$ cat src/rtl/point_segment_distance_3d_unit_defines.svh
// ---------------------------------------------------------------------------
// Assertion macros for the point to segment distance unit
// Clocked on clk, disabled while arst_n is low. Empty when SYNTH is set.
// ---------------------------------------------------------------------------
`ifndef POINT_SEGMENT_DISTANCE_3D_UNIT_DEFINES_SVH
`define POINT_SEGMENT_DISTANCE_3D_UNIT_DEFINES_SVH
`ifndef SYNTH
// property must hold at every clock edge out of reset
`define PSD_ASSERT(label, prop) \
	label: assert property (@(posedge clk) disable iff (!arst_n) (prop)) \
		else $error("psd assertion failed");
// condition must never be true
`define PSD_NEVER(label, cond) \
	`PSD_ASSERT(label, !(cond))
`else
`define PSD_ASSERT(label, prop)
`define PSD_NEVER(label, cond)
`endif
`endif

$ cat src/rtl/psd_sqrt.sv
// ---------------------------------------------------------------------------
// psd_sqrt
// Pipelined integer square root, floor(sqrt(x)), one root bit per stage.
// ---------------------------------------------------------------------------
module psd_sqrt #(
	parameter int RW = 25,
	parameter int TW = 2
) (
	input  logic            clk,
	input  logic            arst_n,
	input  logic            adv,
	input  logic            in_vld,
	input  logic [2*RW-1:0] in_x,
	input  logic [TW-1:0]   in_tag,
	output logic            out_vld,
	output logic [RW-1:0]   out_root,
	output logic [TW-1:0]   out_tag
);

	logic            vld_s  [1:RW];
	logic [RW:0]     rem_s  [1:RW];
	logic [RW-1:0]   root_s [1:RW];
	logic [2*RW-1:0] xs_s   [1:RW];
	logic [TW-1:0]   tag_s  [1:RW];

	for (genvar i = 0; i < RW; i++) begin : g_stage
		logic            cur_vld;
		logic [RW:0]     cur_rem;
		logic [RW-1:0]   cur_root;
		logic [2*RW-1:0] cur_xs;
		logic [TW-1:0]   cur_tag;
		logic [RW+1:0]   r;
		logic [RW+1:0]   trial;
		logic [RW+2:0]   dif;
		logic            ge;

		if (i == 0) begin : g_first
			assign cur_vld  = in_vld;
			assign cur_rem  = '0;
			assign cur_root = '0;
			assign cur_xs   = in_x;
			assign cur_tag  = in_tag;
		end else begin : g_next
			assign cur_vld  = vld_s[i];
			assign cur_rem  = rem_s[i];
			assign cur_root = root_s[i];
			assign cur_xs   = xs_s[i];
			assign cur_tag  = tag_s[i];
		end

		// bring down two bits, try root*4+1
		assign r     = {cur_rem[RW-1:0], cur_xs[2*RW-1:2*RW-2]};
		assign trial = {cur_root, 2'b01};
		assign dif   = {1'b0, r} - {1'b0, trial};
		assign ge    = !dif[RW+2];

		always_ff @(posedge clk or negedge arst_n) begin
			if (!arst_n) begin
				vld_s[i+1] <= 1'b0;
			end else if (adv) begin
				vld_s[i+1] <= cur_vld;
			end
		end

		always_ff @(posedge clk) begin
			if (adv) begin
				rem_s[i+1]  <= ge ? dif[RW:0] : r[RW:0];
				root_s[i+1] <= {cur_root[RW-2:0], ge};
				xs_s[i+1]   <= {cur_xs[2*RW-3:0], 2'b00};
				tag_s[i+1]  <= cur_tag;
			end
		end
	end

	assign out_vld  = vld_s[RW];
	assign out_root = root_s[RW];
	assign out_tag  = tag_s[RW];

endmodule

$ cat config.mk
export PLATFORM = sky130hd
export DESIGN_NAME = psd_sqrt
export DESIGN_NICKNAME = d
export VERILOG_FILES = /design/src/rtl/point_segment_distance_3d_unit_defines.svh /design/src/rtl/psd_sqrt.sv
export SDC_FILE = /design/constraint.sdc
export NUM_CORES = 2
export LEC_CHECK = 0
export BUFFER_PORTS_ARGS = -buffer_cell sky130_fd_sc_hd__buf_2
export CAP_MARGIN = 40
export CORE_ASPECT_RATIO = 0.9
export CORE_MARGIN = 2
export CORE_UTILIZATION = 55
export CTS_BUF_LIST = sky130_fd_sc_hd__clkbuf_4 sky130_fd_sc_hd__clkbuf_8
export CTS_CLUSTER_DIAMETER = 60
export CTS_CLUSTER_SIZE = 28
export DETAILED_ROUTE_END_ITERATION = 8
export GPL_TIMING_DRIVEN = 0
export PLACE_DENSITY = 0.71
export REMOVE_ABC_BUFFERS = 1
export SKIP_CTS_REPAIR_TIMING = 1
export SLEW_MARGIN = 10
export SYNTH_ARGS = -nofsm -noshare
export SYNTH_HDL_FRONTEND = slang
export SYNTH_SLANG_ARGS = --single-unit
$ cat constraint.sdc
create_clock -name clk -period 3.3 [get_ports clk]
set_input_delay 0 -clock clk [delete_from_list [all_inputs] [get_ports clk]]
set_output_delay 0 -clock clk [all_outputs]
set_load 0.01 [all_outputs]
[Word-level counts from Yosys, hierarchy flattened]
Memories as Yosys holds them, arrays and structs flattened.
Cells that the tools add are included.
Storage, ports and cells
  flip-flop bits (word level): 25
  memory bits (writable): 2525
  output and inout port bits: 28
  logic and storage cells: 106
  memories: 4
Memory list
  xs_s: words 25, width 48, rd ports 24, clocked after memory_dff 0, write ports 25, line psd_sqrt.sv:23  | logic [2*RW-1:0] xs_s [1:RW];
  rem_s: words 25, width 26, rd ports 24, clocked after memory_dff 0, write ports 25, line psd_sqrt.sv:21  | logic [RW:0] rem_s [1:RW];
  root_s: words 25, width 25, rd ports 25, clocked after memory_dff 0, write ports 25, line psd_sqrt.sv:22  | logic [RW-1:0] root_s [1:RW];
  tag_s: words 25, width 2, rd ports 25, clocked after memory_dff 0, write ports 25, line psd_sqrt.sv:24  | logic [TW-1:0] tag_s [1:RW];
Operators by class
  add/sub/neg operators: 25
  multiplexer cells: 27
  reduce and logical (&&, ||, !) cells: 25
Operators with widths (count)
  $sub A27 B27 Y28: 24
  $mux W26: 25
  $logic_not A1 Y1: 25
  $sub A2 B1 Y3 const B: 1
  $mux W1: 2

[Longest topological paths before layout]
An unclocked memory read counts as a cell.
  depth after elaboration: 3
  depth in mapped cells: 13
  depth with buffers taken out: 12

[Worst setup path before layout]
Ideal clock, no wire load.
  kind: reg2reg
  start: mem rem_s[22][4] (netlist name)
  end: mem rem_s[23][12] (netlist name), data pin
  data arrival time: 2.692 ns
  data required time: 3.040 ns
  path slack: 0.348 ns
  stages on the path, launching flop included: 10
  buffers on the path: 0
  clock period less this slack: 2.952 ns
  path through: edfxtp_1 ha_1 a211oi_1 o21ai_0 a221o_1 a41o_1 a221oi_2 o31ai_1 nor2_4 mux2_2
RTL lines (line)
  start, declared: psd_sqrt.sv:21

==> flow_summary_export.csv <==
group,metric,value,unit
layout,mostFrequentLayoutCells,"edfxtp_1, inv_1, nor2_1",
logic_synthesis,yosysUniqueCellTypes,105,
setup_path,arrival,3.97,ns
global_route,antenna_found_initial,1,
clock_network,clockBufferDepth,3,
sta,rsz0062_at_grt,"true",
setup_path,r2r_slack,-0.06,ns
detailed_routing,routedWlPerCell,16.0,um
detailed_routing,dr.first_iter.drc_count,2584,
status,outcome,"finished, violations left",
logic_synthesis,synth_warnings,0,
placed_design,io_buffers,83,
clock_network,numCtsBuffers,118,
floorplan,fp.dieW,379,um
detailed_routing,wl_met1,48800,um
status,violations,"negative setup slack",
sta,maxSlewViolCount,0,
sta,hold_slack,0.150,ns
floorplan,rows,123,
global_route,grt_pass1_vias,38000,
logic_synthesis,synth_top_area_share,66.3,%
detailed_routing,firstDrtPassIters,7,
power_and_ir_drop,leakagePower,29.8,nW
power_and_ir_drop,power_density,626,mW/mm2
detailed_routing,drt-total-wl,116000,um
setup_path,reg2reg_from,"rem_s[18][1]",
clock_network,cts_root_buf,"clkbuf_8",
setup_path,cp-end-kind,"flip-flop",
setup_path,start_kind,"flip-flop",
placed_design,gp_congestion,0.897,
global_route,grt_start_max_net_pins,174,
sta,setup_viol,3,
logic_synthesis,synthCells,5110,
setup_path,crit_type,"reg -> reg",
clock_network,htreeDepth,3,
logic_synthesis,avgSynthCellArea,13.6,um2
placed_design,dp_hpwl,75600,um
global_route,grt_remaining_overflow,0,
clock_network,cts_sinks,1558,
placed_design,dp_cells,6830,
setup_path,crit_slowest_cell,"o41a_1",
floorplan,coreArea,0.125,mm2
detailed_routing,drc,0,
setup_path,max_stage_delay,0.58,ns
logic_synthesis,ys_seq_elements,1558,
layout,synthToLayoutAreaGrowth,12.2,%
logic_synthesis,ys_seq_area_share,67.2,%
setup_path,worstPathRequired,3.91,ns
setup_path,crit_fanout,8,
layout,drive_gt1_share,11.6,%
layout,fin_nets,5830,
sta,fin_ws,-0.0556,ns
layout,layoutNonFillerInstCount,7245,
global_route,grt_pass1_wl,182000,um
clock_network,cts_tree,"done",
sta,finClkSkew,0.0496,ns
sta,worst_slew_pin_slew,0.907,ns
clock_network,clk_pin_slew,0.14,ns
detailed_routing,ant_nets,0,
logic_synthesis,synth_area_leaders,"edfxtp_1, ha_1, xor2_1, xnor2_1, inv_1",
logic_synthesis,synth-main-ff-cell,"edfxtp_1",
floorplan,initial_core_util,55.5,%
layout,mostFrequentLayoutCell,"edfxtp_1",
sta,hold_viol,0,
power_and_ir_drop,peakVddDrop,0.500,mV
logic_synthesis,synth_top_area_cell,"edfxtp_1",
detailed_routing,viasPerCell,5.45,
global_route,grt.total_usage,17.1,%
detailed_routing,route.top_layer_used,"met4",
sta,relSlewSlack,39.5,%
setup_path,path_cells,"ha_4 -> o211ai_1 -> a21oi_2 -> nor4b_2 -> o41ai_2 -> nand3_2 -> o41a_1 -> buf_12 -> clkinv_8 -> o2111ai_4 -> nor3_2 -> xor2_1",
floorplan,dieArea,0.129,mm2
setup_path,rr_worst_depth,12,
detailed_routing,met2_length,59100,um
setup_path,r2r-end,"rem_s[19][24]",
floorplan,die_h,341,um
detailed_routing,met3_length,3890,um
detailed_routing,routed-via-count,39500,
floorplan,ios,84,
worst_hold_path,holdCritPathClass,"in -> async",
logic_synthesis,synthArstFlopShare,1.60,%
logic_synthesis,synth-edff-count,1533,
sta,fin_crit,3.36,ns
flow_run,cap_violations,0,
logic_synthesis,synth_area,0.0695,mm2
sta,fmax,0.298,GHz
clock_network,insertion_delay,0.87,ns
sta,fin_crit_sh,102,%
[stage by stage]
stage / power (mW) / setup slack (ns) / util, % / TNS (ns) / instance area, um2
detailed placement: 35.7 / -0.674 / 57.7 / -36.36 / 72200
finish: 48.8 / -0.0556 / 62.3 / -0.124 / 78000
CTS: 48.4 / -0.677 / 60.3 / -42.54 / 75500
global route: 51.4 / -0.183 / 62.3 / -0.774 / 78000
floorplan: 33.2 / -1.44 / - / -33.01 / 69100
global placement: 36.2 / -22.83 / 57.3 / - / 71700
[cells in the mapped netlist (all sizes together), types with 73 or more instances]
master  instances
edfxtp       1533
a21o          109
mux2           80
inv           434
o21a           73
nand2         308
xor2          212
nor3          117
ha            323
o21ai         260
nor2          351
xnor2         209
a21oi         314
[area by class of cell]
cell class              count  area, um2
multi-input cells        3046      21600
flip-flops and latches   1558      46700
clock buffers             121       1660
diodes                      1       2.50
well taps                1687       2110
repair buffers            292       2620
clock inverters           105       1630
inverters                 435       1650
fillers                  9134      47200
[power breakdown]
part | internal, mW | switching (mW) | total, mW
Sequential | 24.8 | 1.27 | 26.1
Combinational | 4.55 | 5.63 | 10.2
Clock | 4.62 | 7.94 | 12.6
[metal layers]
layer  vias to the layer above  track usage [%]
li1                      19600                -
met1                     19000             21.5
met5                         -                0
met2                       695             30.0
met3                       262             2.64
met4                         0             6.03
[worst max-delay path, delay by kind of cell (launching register included)]
kind | cells | cell delay (ns)
buf+inv | 2 | 0.28
fa+ha+maj | 1 | 0.32
flops | 1 | 0.47
xor+xnor | 1 | 0.08
simple gates | 3 | 0.48
compound gates | 5 | 1.44
[state kept, by name (all words and copies together) (netlist names)]
signal / flops
xs_s: 600
rem_s: 558
root_s: 325
tag_s: 50
g_stage.cur_vld: 24
out_vld: 1
[cell families (layout without fill, tap and decap cells)]
group	count (synthesis)	count (layout)	share of synthesized area [%]
buffers and inverters	514	953	2.85
other	1	3	0.00540
multiplexers	89	89	1.43
flip-flops	1558	1558	67.2
adder cells (fa/ha/maj)	323	323	5.82
AND/OR/NAND/NOR	1222	1226	8.63
AO/OA/AOI/OAI	982	985	8.82
XOR/XNOR	421	421	5.31
[worst max-delay path by stage]
stage                 start                 end
2_1_floorplan  rem_s[14][1]       rem_s[15][21]
3_3_place_gp            adv  g_stage[9].cur_vld
3_5_place_dp   rem_s[22][4]       rem_s[23][12]
4_1_cts        rem_s[22][4]       rem_s[23][12]
5_1_grt        rem_s[18][1]       rem_s[19][24]
6_report       rem_s[18][1]       rem_s[19][24]
Note: power is estimated with default switching activity, not from simulation.
